--- config.mk ---
export PLATFORM = sky130hd
export DESIGN_NAME = modular_arithmetic_unit_top
export DESIGN_NICKNAME = d
export VERILOG_FILES = /design/src/hw/rtl/mau_pkg.sv /design/src/hw/rtl/mau_core.sv /design/src/hw/rtl/modular_arithmetic_unit_top.sv
export SDC_FILE = /design/constraint.sdc
export NUM_CORES = 2
export LEC_CHECK = 0
export ABC_CLOCK_PERIOD_IN_PS = 12500
export BUFFER_PORTS_ARGS = -buffer_cell sky130_fd_sc_hd__buf_2
export CORE_MARGIN = 2
export CORE_UTILIZATION = 48
export DETAILED_ROUTE_END_ITERATION = 16
export GPL_ROUTABILITY_DRIVEN = 0
export PLACE_DENSITY_LB_ADDON = 0.12
export SYNTH_ARGS = -nofsm -noshare
export SYNTH_HDL_FRONTEND = slang
export SYNTH_SLANG_ARGS = --single-unit
--- constraint.sdc ---
create_clock -name clk_i -period 12.5 [get_ports clk_i]
set_input_delay 3.75 -clock clk_i [delete_from_list [all_inputs] [get_ports clk_i]]
set_output_delay 3.75 -clock clk_i [all_outputs]
set_load 0.05 [all_outputs]
--- src/hw/rtl/mau_pkg.sv ---
package mau_pkg;

  // Width of the two signed operands of an item.
  localparam int WordBits = 32;
  // Width of the modulus and of every residue.
  localparam int ModBits  = 31;
  // Signed working width of the shared subtractors: covers 3 * modulus and
  // the Bezout coefficients with their alignment shifts.
  localparam int SumBits  = ModBits + 3;
  // Step counter: counts operand bits, multiplier bits and divisor alignment shifts.
  localparam int CntBits  = $clog2(WordBits + 1);

  typedef enum logic [1:0] {
    OP_ADD = 2'd0,
    OP_SUB = 2'd1,
    OP_MUL = 2'd2,
    OP_DIV = 2'd3
  } mau_op_e;

  typedef enum logic [3:0] {
    ST_IDLE,
    ST_RED,
    ST_FIX,
    ST_OP,
    ST_ALIGN,
    ST_DIV,
    ST_SWAP,
    ST_INV,
    ST_MUL,
    ST_DONE
  } mau_state_e;

  typedef struct packed {
    mau_op_e                     opcode;
    logic signed [WordBits-1:0]  operand_a;
    logic signed [WordBits-1:0]  operand_b;
  } mau_in_t;

  typedef struct packed {
    logic [ModBits-1:0] residue;
    logic               no_inverse;
  } mau_out_t;

endpackage

--- src/hw/rtl/mau_core.sv ---
module mau_core import mau_pkg::*; (
  input  logic               clk_i,
  input  logic               rst_ni,
  input  logic               start_i,
  input  mau_in_t            in_i,
  input  logic [ModBits-1:0] modulus_i,
  input  logic               res_take_i,
  output logic               idle_o,
  output logic               done_o,
  output mau_out_t           res_o
);

  mau_state_e state_q, state_d;

  logic                      phase_q, phase_d;
  logic                      neg_q, neg_d;
  mau_op_e                   op_q, op_d;
  logic [WordBits-1:0]       opb_q, opb_d;
  logic [WordBits-1:0]       mag_q, mag_d;
  logic [ModBits-1:0]        mod_q, mod_d;
  logic [ModBits-1:0]        rem_q, rem_d;
  logic [CntBits-1:0]        cnt_q, cnt_d;
  logic [ModBits-1:0]        ra_q, ra_d;
  logic [ModBits-1:0]        rb_q, rb_d;
  logic [ModBits-1:0]        r0_q, r0_d;
  logic [ModBits-1:0]        r1_q, r1_d;
  logic [ModBits+1:0]        dv_q, dv_d;
  logic signed [SumBits-1:0] t0_q, t0_d;
  logic signed [SumBits-1:0] t1_q, t1_d;
  logic signed [SumBits-1:0] s_q, s_d;
  logic [ModBits-1:0]        mb_q, mb_d;
  logic [ModBits-1:0]        acc_q, acc_d;
  logic                      flag_q, flag_d;

  // Shared subtractors.
  logic signed [SumBits-1:0] main_x, main_y, main_diff;
  logic signed [SumBits-1:0] aux_x, aux_y, aux_diff;

  logic [WordBits-1:0] a_raw, a_mag, b_mag;
  logic [ModBits:0]    red_shift;
  logic [ModBits:0]    sum_ab;
  logic [ModBits+1:0]  mul_sum;
  logic [ModBits-1:0]  red_val;

  assign a_raw     = in_i.operand_a;
  assign a_mag     = a_raw[WordBits-1] ? (~a_raw + WordBits'(1)) : a_raw;
  assign b_mag     = opb_q[WordBits-1] ? (~opb_q + WordBits'(1)) : opb_q;
  assign red_shift = {rem_q, mag_q[WordBits-1]};
  assign sum_ab    = {1'b0, ra_q} + {1'b0, rb_q};
  assign mul_sum   = {1'b0, acc_q, 1'b0} + (mb_q[ModBits-1] ? {2'b00, ra_q} : '0);

  // Operand selection for the shared subtractors.
  always_comb begin
    main_x = '0;
    main_y = '0;
    aux_x  = '0;
    aux_y  = '0;
    unique case (state_q)
      ST_RED: begin
        main_x = SumBits'(red_shift);
        main_y = SumBits'(mod_q);
      end
      ST_FIX: begin
        main_x = SumBits'(mod_q);
        main_y = SumBits'(rem_q);
      end
      ST_OP: begin
        if (op_q == OP_ADD) begin
          main_x = SumBits'(sum_ab);
          main_y = SumBits'(mod_q);
        end else begin
          main_x = SumBits'(ra_q);
          main_y = SumBits'(rb_q);
        end
      end
      ST_ALIGN: begin
        main_x = SumBits'(r0_q);
        main_y = SumBits'({dv_q, 1'b0});
      end
      ST_DIV: begin
        main_x = SumBits'(r0_q);
        main_y = SumBits'(dv_q);
        aux_x  = t0_q;
        aux_y  = s_q;
      end
      ST_INV: begin
        main_x = t0_q;
        main_y = -SumBits'(mod_q);
      end
      ST_MUL: begin
        main_x = SumBits'(mul_sum);
        main_y = SumBits'(mod_q);
        aux_x  = SumBits'(mul_sum);
        aux_y  = SumBits'({mod_q, 1'b0});
      end
      default: begin
      end
    endcase
  end

  assign main_diff = main_x - main_y;
  assign aux_diff  = aux_x - aux_y;

  // A negative operand with a nonzero remainder folds to modulus minus remainder.
  assign red_val = (neg_q && (rem_q != '0)) ? main_diff[ModBits-1:0] : rem_q;

  // Next state.
  always_comb begin
    state_d = state_q;
    unique case (state_q)
      ST_IDLE:  if (start_i) state_d = ST_RED;
      ST_RED:   if (cnt_q == CntBits'(1)) state_d = ST_FIX;
      ST_FIX:   state_d = phase_q ? ST_OP : ST_RED;
      ST_OP: begin
        unique case (op_q)
          OP_MUL:  state_d = ST_MUL;
          OP_DIV:  state_d = (rb_q == '0) ? ST_INV : ST_ALIGN;
          default: state_d = ST_DONE;
        endcase
      end
      ST_ALIGN: if (main_diff[SumBits-1]) state_d = ST_DIV;
      ST_DIV:   if (cnt_q == '0) state_d = ST_SWAP;
      ST_SWAP:  state_d = (r0_q == '0) ? ST_INV : ST_ALIGN;
      ST_INV:   state_d = (r0_q != ModBits'(1)) ? ST_DONE : ST_MUL;
      ST_MUL:   if (cnt_q == CntBits'(1)) state_d = ST_DONE;
      ST_DONE:  if (res_take_i) state_d = ST_IDLE;
      default:  state_d = ST_IDLE;
    endcase
  end

  // Datapath register updates.
  always_comb begin
    phase_d = phase_q;
    neg_d   = neg_q;
    op_d    = op_q;
    opb_d   = opb_q;
    mag_d   = mag_q;
    mod_d   = mod_q;
    rem_d   = rem_q;
    cnt_d   = cnt_q;
    ra_d    = ra_q;
    rb_d    = rb_q;
    r0_d    = r0_q;
    r1_d    = r1_q;
    dv_d    = dv_q;
    t0_d    = t0_q;
    t1_d    = t1_q;
    s_d     = s_q;
    mb_d    = mb_q;
    acc_d   = acc_q;
    flag_d  = flag_q;
    unique case (state_q)
      ST_IDLE: begin
        if (start_i) begin
          mod_d   = (modulus_i == '0) ? ModBits'(1) : modulus_i;
          op_d    = in_i.opcode;
          opb_d   = in_i.operand_b;
          neg_d   = a_raw[WordBits-1];
          mag_d   = a_mag;
          rem_d   = '0;
          cnt_d   = CntBits'(WordBits);
          phase_d = 1'b0;
        end
      end
      ST_RED: begin
        rem_d = main_diff[SumBits-1] ? red_shift[ModBits-1:0] : main_diff[ModBits-1:0];
        mag_d = mag_q << 1;
        cnt_d = cnt_q - CntBits'(1);
      end
      ST_FIX: begin
        if (!phase_q) begin
          ra_d    = red_val;
          phase_d = 1'b1;
          neg_d   = opb_q[WordBits-1];
          mag_d   = b_mag;
          rem_d   = '0;
          cnt_d   = CntBits'(WordBits);
        end else begin
          rb_d = red_val;
        end
      end
      ST_OP: begin
        flag_d = 1'b0;
        unique case (op_q)
          OP_ADD: begin
            acc_d = main_diff[SumBits-1] ? sum_ab[ModBits-1:0] : main_diff[ModBits-1:0];
          end
          OP_SUB: begin
            // Wraps in the residue width, so a negative difference lands on a - b + m.
            acc_d = main_diff[SumBits-1] ? (main_diff[ModBits-1:0] + mod_q)
                                         : main_diff[ModBits-1:0];
          end
          OP_MUL: begin
            acc_d = '0;
            mb_d  = rb_q;
            cnt_d = CntBits'(ModBits);
          end
          default: begin
            r0_d  = mod_q;
            r1_d  = rb_q;
            t0_d  = '0;
            t1_d  = SumBits'(1);
            dv_d  = (ModBits + 2)'(rb_q);
            s_d   = SumBits'(1);
            cnt_d = '0;
          end
        endcase
      end
      ST_ALIGN: begin
        if (!main_diff[SumBits-1]) begin
          dv_d  = dv_q << 1;
          s_d   = s_q <<< 1;
          cnt_d = cnt_q + CntBits'(1);
        end
      end
      ST_DIV: begin
        if (!main_diff[SumBits-1]) begin
          r0_d = main_diff[ModBits-1:0];
          t0_d = aux_diff;
        end
        dv_d = dv_q >> 1;
        s_d  = s_q >>> 1;
        if (cnt_q != '0) cnt_d = cnt_q - CntBits'(1);
      end
      ST_SWAP: begin
        r0_d  = r1_q;
        r1_d  = r0_q;
        t0_d  = t1_q;
        t1_d  = t0_q;
        dv_d  = (ModBits + 2)'(r0_q);
        s_d   = t0_q;
        cnt_d = '0;
      end
      ST_INV: begin
        acc_d = '0;
        if (r0_q != ModBits'(1)) begin
          flag_d = 1'b1;
        end else begin
          mb_d  = t0_q[SumBits-1] ? main_diff[ModBits-1:0] : t0_q[ModBits-1:0];
          cnt_d = CntBits'(ModBits);
        end
      end
      ST_MUL: begin
        if (!aux_diff[SumBits-1]) begin
          acc_d = aux_diff[ModBits-1:0];
        end else if (!main_diff[SumBits-1]) begin
          acc_d = main_diff[ModBits-1:0];
        end else begin
          acc_d = mul_sum[ModBits-1:0];
        end
        mb_d  = mb_q << 1;
        cnt_d = cnt_q - CntBits'(1);
      end
      default: begin
      end
    endcase
  end

  // Outputs.
  always_comb begin
    idle_o            = (state_q == ST_IDLE);
    done_o            = (state_q == ST_DONE);
    res_o.residue     = acc_q;
    res_o.no_inverse  = flag_q;
  end

  always_ff @(posedge clk_i or negedge rst_ni) begin
    if (!rst_ni) begin
      state_q <= ST_IDLE;
    end else begin
      state_q <= state_d;
    end
  end

  always_ff @(posedge clk_i) begin
    phase_q <= phase_d;
    neg_q   <= neg_d;
    op_q    <= op_d;
    opb_q   <= opb_d;
    mag_q   <= mag_d;
    mod_q   <= mod_d;
    rem_q   <= rem_d;
    cnt_q   <= cnt_d;
    ra_q    <= ra_d;
    rb_q    <= rb_d;
    r0_q    <= r0_d;
    r1_q    <= r1_d;
    dv_q    <= dv_d;
    t0_q    <= t0_d;
    t1_q    <= t1_d;
    s_q     <= s_d;
    mb_q    <= mb_d;
    acc_q   <= acc_d;
    flag_q  <= flag_d;
  end

  // A finished residue is always below the modulus.
  assert property (@(posedge clk_i) disable iff (!rst_ni)
    done_o |-> (acc_q < mod_q))
    else $error("residue not reduced below the modulus");

  // The missing-inverse flag comes with a zero residue.
  assert property (@(posedge clk_i) disable iff (!rst_ni)
    (done_o && flag_q) |-> (acc_q == '0))
    else $error("nonzero residue with missing inverse");

  // Only a divide can raise the missing-inverse flag.
  assert property (@(posedge clk_i) disable iff (!rst_ni)
    (done_o && flag_q) |-> (op_q == OP_DIV))
    else $error("missing-inverse flag on a non-divide item");

  // The Euclid remainders stay ordered while a quotient is being formed.
  assert property (@(posedge clk_i) disable iff (!rst_ni)
    (state_q == ST_ALIGN) |-> (r1_q <= r0_q))
    else $error("Euclid remainders out of order");

endmodule

--- src/hw/rtl/modular_arithmetic_unit_top.sv ---
// Channel  Signals                                  Direction  Payload
// -------  ---------------------------------------  ---------  ---------------------------
// in       in_valid_i / in_ready_o / in_data_i       input      opcode, operand_a, operand_b
// out      out_valid_o / out_ready_i / out_data_o    output     residue, no_inverse
// cfg      cfg_we_i / cfg_data_i                     input      modulus (31 bits)
//
// One item at a time. Both operands are reduced one bit per cycle; add and subtract then
// finish with a modular add or subtract, and multiply adds a shift-and-add pass over the
// multiplier bits. Divide runs extended Euclid on the shared subtractors before the final
// multiply. Reset is asynchronous and active low; the modulus resets to 1. A finished item
// waits in the output register, so the core can take the next one meanwhile.
module modular_arithmetic_unit_top import mau_pkg::*; (
  input  logic               clk_i,
  input  logic               rst_ni,
  input  logic               in_valid_i,
  output logic               in_ready_o,
  input  mau_in_t            in_data_i,
  output logic               out_valid_o,
  input  logic               out_ready_i,
  output mau_out_t           out_data_o,
  input  logic               cfg_we_i,
  input  logic [ModBits-1:0] cfg_data_i
);

  logic [ModBits-1:0] modulus_q;
  logic               out_valid_q;
  mau_out_t           out_data_q;

  logic     core_idle;
  logic     core_done;
  logic     core_take;
  logic     start;
  mau_out_t core_res;

  // The core takes an item only when its sequencer is back in idle.
  assign in_ready_o = core_idle;
  assign start      = in_valid_i && core_idle;

  // The output register frees the core as soon as it can hold the result.
  assign core_take  = core_done && (!out_valid_q || out_ready_i);

  mau_core u_core (
    .clk_i      (clk_i),
    .rst_ni     (rst_ni),
    .start_i    (start),
    .in_i       (in_data_i),
    .modulus_i  (modulus_q),
    .res_take_i (core_take),
    .idle_o     (core_idle),
    .done_o     (core_done),
    .res_o      (core_res)
  );

  // Modulus register; the user must write it only while no item is in flight, the block does not enforce this.
  always_ff @(posedge clk_i or negedge rst_ni) begin
    if (!rst_ni) begin
      modulus_q <= ModBits'(1);
    end else if (cfg_we_i) begin
      modulus_q <= cfg_data_i;
    end
  end

  // Output stage: holds a result until the consumer takes it.
  always_ff @(posedge clk_i or negedge rst_ni) begin
    if (!rst_ni) begin
      out_valid_q <= 1'b0;
    end else if (core_take) begin
      out_valid_q <= 1'b1;
    end else if (out_ready_i) begin
      out_valid_q <= 1'b0;
    end
  end

  always_ff @(posedge clk_i) begin
    if (core_take) begin
      out_data_q <= core_res;
    end
  end

  assign out_valid_o = out_valid_q;
  assign out_data_o  = out_data_q;

endmodule
==> metrics.csv <==
stage,metric,value,unit
yosys,synth_edf_count,490,
sta,slew_headroom,27.3,%
worst_hold_path,min_from,u_core.flag_q,
layout,nFillCells,6848,
yosys,dominantRegCellSynth,edfxtp_1,
clock_network,post-cts-setup-buffer-count,0,
clock_network,ctsResizeCount,0,
grt,grt_max_degree,95,
worst_setup_path,startpoint_type,flip-flop,
sta,setup_violations,0,
route,ant_nets,0,
route,vias,33300,
worst_setup_path,r2r-end,u_core.acc_q[26],
die,die_h,278,um
sta,finalCriticalPeriod,9110,ps
clock_network,ctsRootBufferMaster,clkbuf_16,
grt,antenna_found_initial,2,
worst_setup_path,reg2reg_from,u_core.state_q[3],
layout,drive_above_1_share,10.9,%
die,design.core.area,0.0746,sq mm
worst_setup_path,path_delay_family,compound AO/OA/AOI/OAI gates,
yosys,postSynthCellCount,3770,
worst_hold_path,hold_depth,0,
clock_network,clk-insertion-delay-late,640,ps
sta,drv_slew,0,
worst_setup_path,setup.worst_path.end_class,flip-flop,
yosys,ys_seq_area_share,43.2,%
route,dr.pass1.iters,6,
route,initialDrtViolationCount,4852,
yosys,syn-num-nets,4051,
power,cellLeakagePower,0.0153,uW
yosys,yosys_warnings,0,
clock_network,clk_pin_slew,70,ps
sta,tns,0,ps
worst_hold_path,holdPathEnd,out_data_o[0],
sta,rsz0062_at_grt,no,
yosys,avgSynthCellArea,9.59,sq um
worst_setup_path,crit_chain,"nor2_1, nand2_1, inv_2, buf_4, a222oi_1, and3_1, ha_1, a2111oi_0, o21ai_0, a221oi_1, o22ai_1, or4_1, a31oi_1, xnor2_1, ha_1, o21a_1, o2bb2ai_1, a2bb2oi_1, o21ai_0, a211oi_1, xnor2_1, mux2_2, nand2_1, o211ai_1",
worst_setup_path,worst_path_max_delay_cell,nand2_1,
worst_setup_path,crit_fanout,31,
grt,grt_remaining_overflow,0,
placed_design,dp.final_hpwl,104,mm
yosys,synth_cell_types,90,
die,rows,100,
grt,grt_pass1_wl,213,mm
status,outcome,"finished, final reports clean",
die,die_w,278,um
die,dieArea,0.0776,sq mm
clock_network,cts_tree,built,
layout,diodes,0,
worst_setup_path,criticalPathCategory,flip-flop to flip-flop,
placed_design,port_buffers,135,
layout,nets,4067,
layout,syn_to_final_growth,9.57,%
grt,grt_pass1_vias,31500,
route,wl_per_cell,30.8,um
sta,timing.final.crit_share,72.9,%
clock_network,clockBufferDepth,3,
worst_hold_path,hold_path_class,flip-flop to flip-flop,
yosys,async_flop_share,6.84,%
yosys,synth-seq-cells,526,
power,ir_drop,145,uV
clock_network,cts_made_buffers,59,
clock_network,htreeDepth,2,
sta,finalHoldViolations,0,
worst_setup_path,reg2reg_depth,24,
grt,grt_util_all_layers,37.2,%
route,routed_wl,148,mm
clock_network,cts.sinks,526,
clock_network,cts_hold_buf,0,
sta,fin_skew,26.4,ps
sta,hold_ws,444,ps
worst_setup_path,slowest_delay,690,ps
power,power_density,167,mW/mm^2
worst_setup_path,crit_arrival,9460,ps
sta,max_freq,110,MHz
worst_setup_path,r2r_slack,3390,ps
worst_setup_path,required,12850,ps
route,viasPerCell,6.93,
flow_run,maxCapViolCount,0,
sta,worstMarginPinSlew,1090,ps
worst_setup_path,worstPathBufferInverterCount,2,
die,io_pins,136,
yosys,syn-cell-area,0.0362,sq mm
route,drc,0,
die,initial_core_util,48.5,%
-- worst register-to-register path, cell delays in order, from the launching register on --
cell and delay [ps]:
dfrtp_1 540, nor2_1 470, nand2_1 690, inv_2 660, buf_4 540, a222oi_1 210
and3_1 210, ha_1 380, a2111oi_0 470, o21ai_0 270, a221oi_1 560, o22ai_1 390
or4_1 530, a31oi_1 230, xnor2_1 450, ha_1 410, o21a_1 190, o2bb2ai_1 190
a2bb2oi_1 290, o21ai_0 250, a211oi_1 330, xnor2_1 130, mux2_2 270, nand2_1 60
o211ai_1 90
-- cell usage in the layout, fill, tap and decap left out, drive strengths merged, types with 15 or more instances in the layout --
master / netlist / routed
a211oi: 38 / 38
a21o: 63 / 63
a21oi: 211 / 211
a221oi: 55 / 55
a222oi: 44 / 44
a22o: 38 / 38
a22oi: 158 / 158
a31oi: 17 / 17
and2: 46 / 46
and3: 63 / 63
buf: 56 / 206
clkbuf: 195 / 78
clkinv: 1 / 21
dfrtp: 35 / 35
edfxtp: 490 / 490
ha: 174 / 174
inv: 122 / 125
mux2: 67 / 67
mux2i: 78 / 78
nand2: 517 / 517
nand2b: 32 / 32
nand3: 64 / 64
nand4: 54 / 54
nor2: 193 / 193
nor2b: 19 / 19
nor3: 75 / 75
nor4: 45 / 45
o2111ai: 18 / 18
o211ai: 36 / 36
o21a: 33 / 33
o21ai: 256 / 256
o22ai: 15 / 15
o31ai: 49 / 49
or2: 16 / 16
or3: 32 / 32
or4: 15 / 15
xnor2: 116 / 116
xor2: 67 / 67
-- cell families (layout without fill, tap and decap cells) --
group,Yosys count,in the layout,share of synthesized area [%]
simple gates,1201,1201,15.7
compound gates,1162,1162,22.0
flops,526,526,43.2
buf+inv,374,438,4.08
xor+xnor,183,183,4.43
fa+ha+maj,179,179,6.30
mux,145,145,4.35
-- cells in the mapped netlist, drive strengths merged, types with 9 or more instances --
cell type / number / area [sq um]
clkbuf: 195 / 733
a222oi: 44 / 440
o21ai: 256 / 1280
o31ai: 49 / 368
a211oi: 38 / 285
a221oi: 55 / 482
a221o: 11 / 110
a21o: 63 / 473
a21boi: 10 / 75.1
nand2b: 32 / 200
a22o: 38 / 333
o21a: 33 / 248
nor3: 75 / 375
nand3: 64 / 320
o221ai: 10 / 87.6
a21oi: 211 / 1060
nand2: 517 / 1940
a211o: 14 / 123
nor2b: 19 / 119
edfxtp: 490 / 14700
xnor2: 116 / 1020
xor2: 67 / 587
or4: 15 / 120
o41ai: 9 / 78.8
nand4: 54 / 338
or2: 16 / 100
and3: 63 / 394
nor4: 45 / 282
mux2: 67 / 792
and2: 46 / 288
or3: 32 / 200
dfrtp: 35 / 876
inv: 122 / 458
o21bai: 14 / 105
a31oi: 17 / 106
o2111ai: 18 / 164
nor3b: 9 / 67.6
o22ai: 15 / 93.8
buf: 56 / 282
a22oi: 158 / 1190
mux2i: 78 / 781
o211ai: 36 / 270
ha: 174 / 2180
nor2: 193 / 732
-- stage by stage --
step	util [%]	cells	cell area [sq um]	worst slack, ps	total power [uW]
2_1_floorplan	-	3770	36200	3280	4080
3_3_place_gp	50.6	4694	37800	3550	4790
3_5_place_dp	50.6	4694	37800	3580	4790
4_1_cts	53.1	4803	39600	3490	6520
5_1_grt	53.1	4803	39600	2830	6880
6_report	53.1	4803	39600	3390	6610
-- flip-flops by register name (all words and copies together) (netlist names), 2 cells and up --
register and flops:
out_data_o 32, modulus_q 31, u_core.dv_q 33, u_core.t0_q 34, u_core.r1_q 31, u_core.op_q 2, u_core.s_q 34, u_core.t1_q 34
u_core.r0_q 31, u_core.mb_q 31, u_core.mod_q 31, u_core.rb_q 31, u_core.cnt_q 6, u_core.state_q 4, u_core.ra_q 31, u_core.opb_q 32
u_core.acc_q 31, u_core.rem_q 31, u_core.mag_q 32
-- layout make-up --
type                    count  area, sq um  share of cell area, %
repair buffers            206         1230                   3.11
multi-input cells        2870        19200                   48.5
well taps                 969         1210                   3.06
flip-flops and latches    526        15600                   39.4
inverters                 123          462                   1.17
clock buffers              78         1610                   4.06
clock inverters            31          268                  0.676
-- where the power goes --
part | switching, uW | internal (uW)
registers | 130 | 2080
logic | 1670 | 988
clock network | 761 | 982
total | 2560 | 4050
-- layer usage --
layer  GRT usage, %  wire, um  vias to the layer above
met5              0         0                        -
met4           22.2     10500                        0
met3           8.69     18400                      521
met2           56.8     64000                     2322
met1           48.1     54900                    16000
li1               -         -                    14400
-- worst max-delay path by stage --
stage	end	cells after the start	slack (ps)	start
final	u_core.acc_q[26]	24	3390	u_core.state_q[3]
after global routing	u_core.acc_q[26]	24	2830	u_core.state_q[3]
after CTS	u_core.acc_q[30]	24	3490	u_core.state_q[3]
after detailed placement	u_core.acc_q[30]	24	3580	u_core.state_q[3]
after global placement	u_core.acc_q[30]	24	3550	u_core.state_q[3]
after floorplan	u_core.dv_q[0]	25	3280	u_core.mb_q[30]
Power figures use the tool's default switching activity.
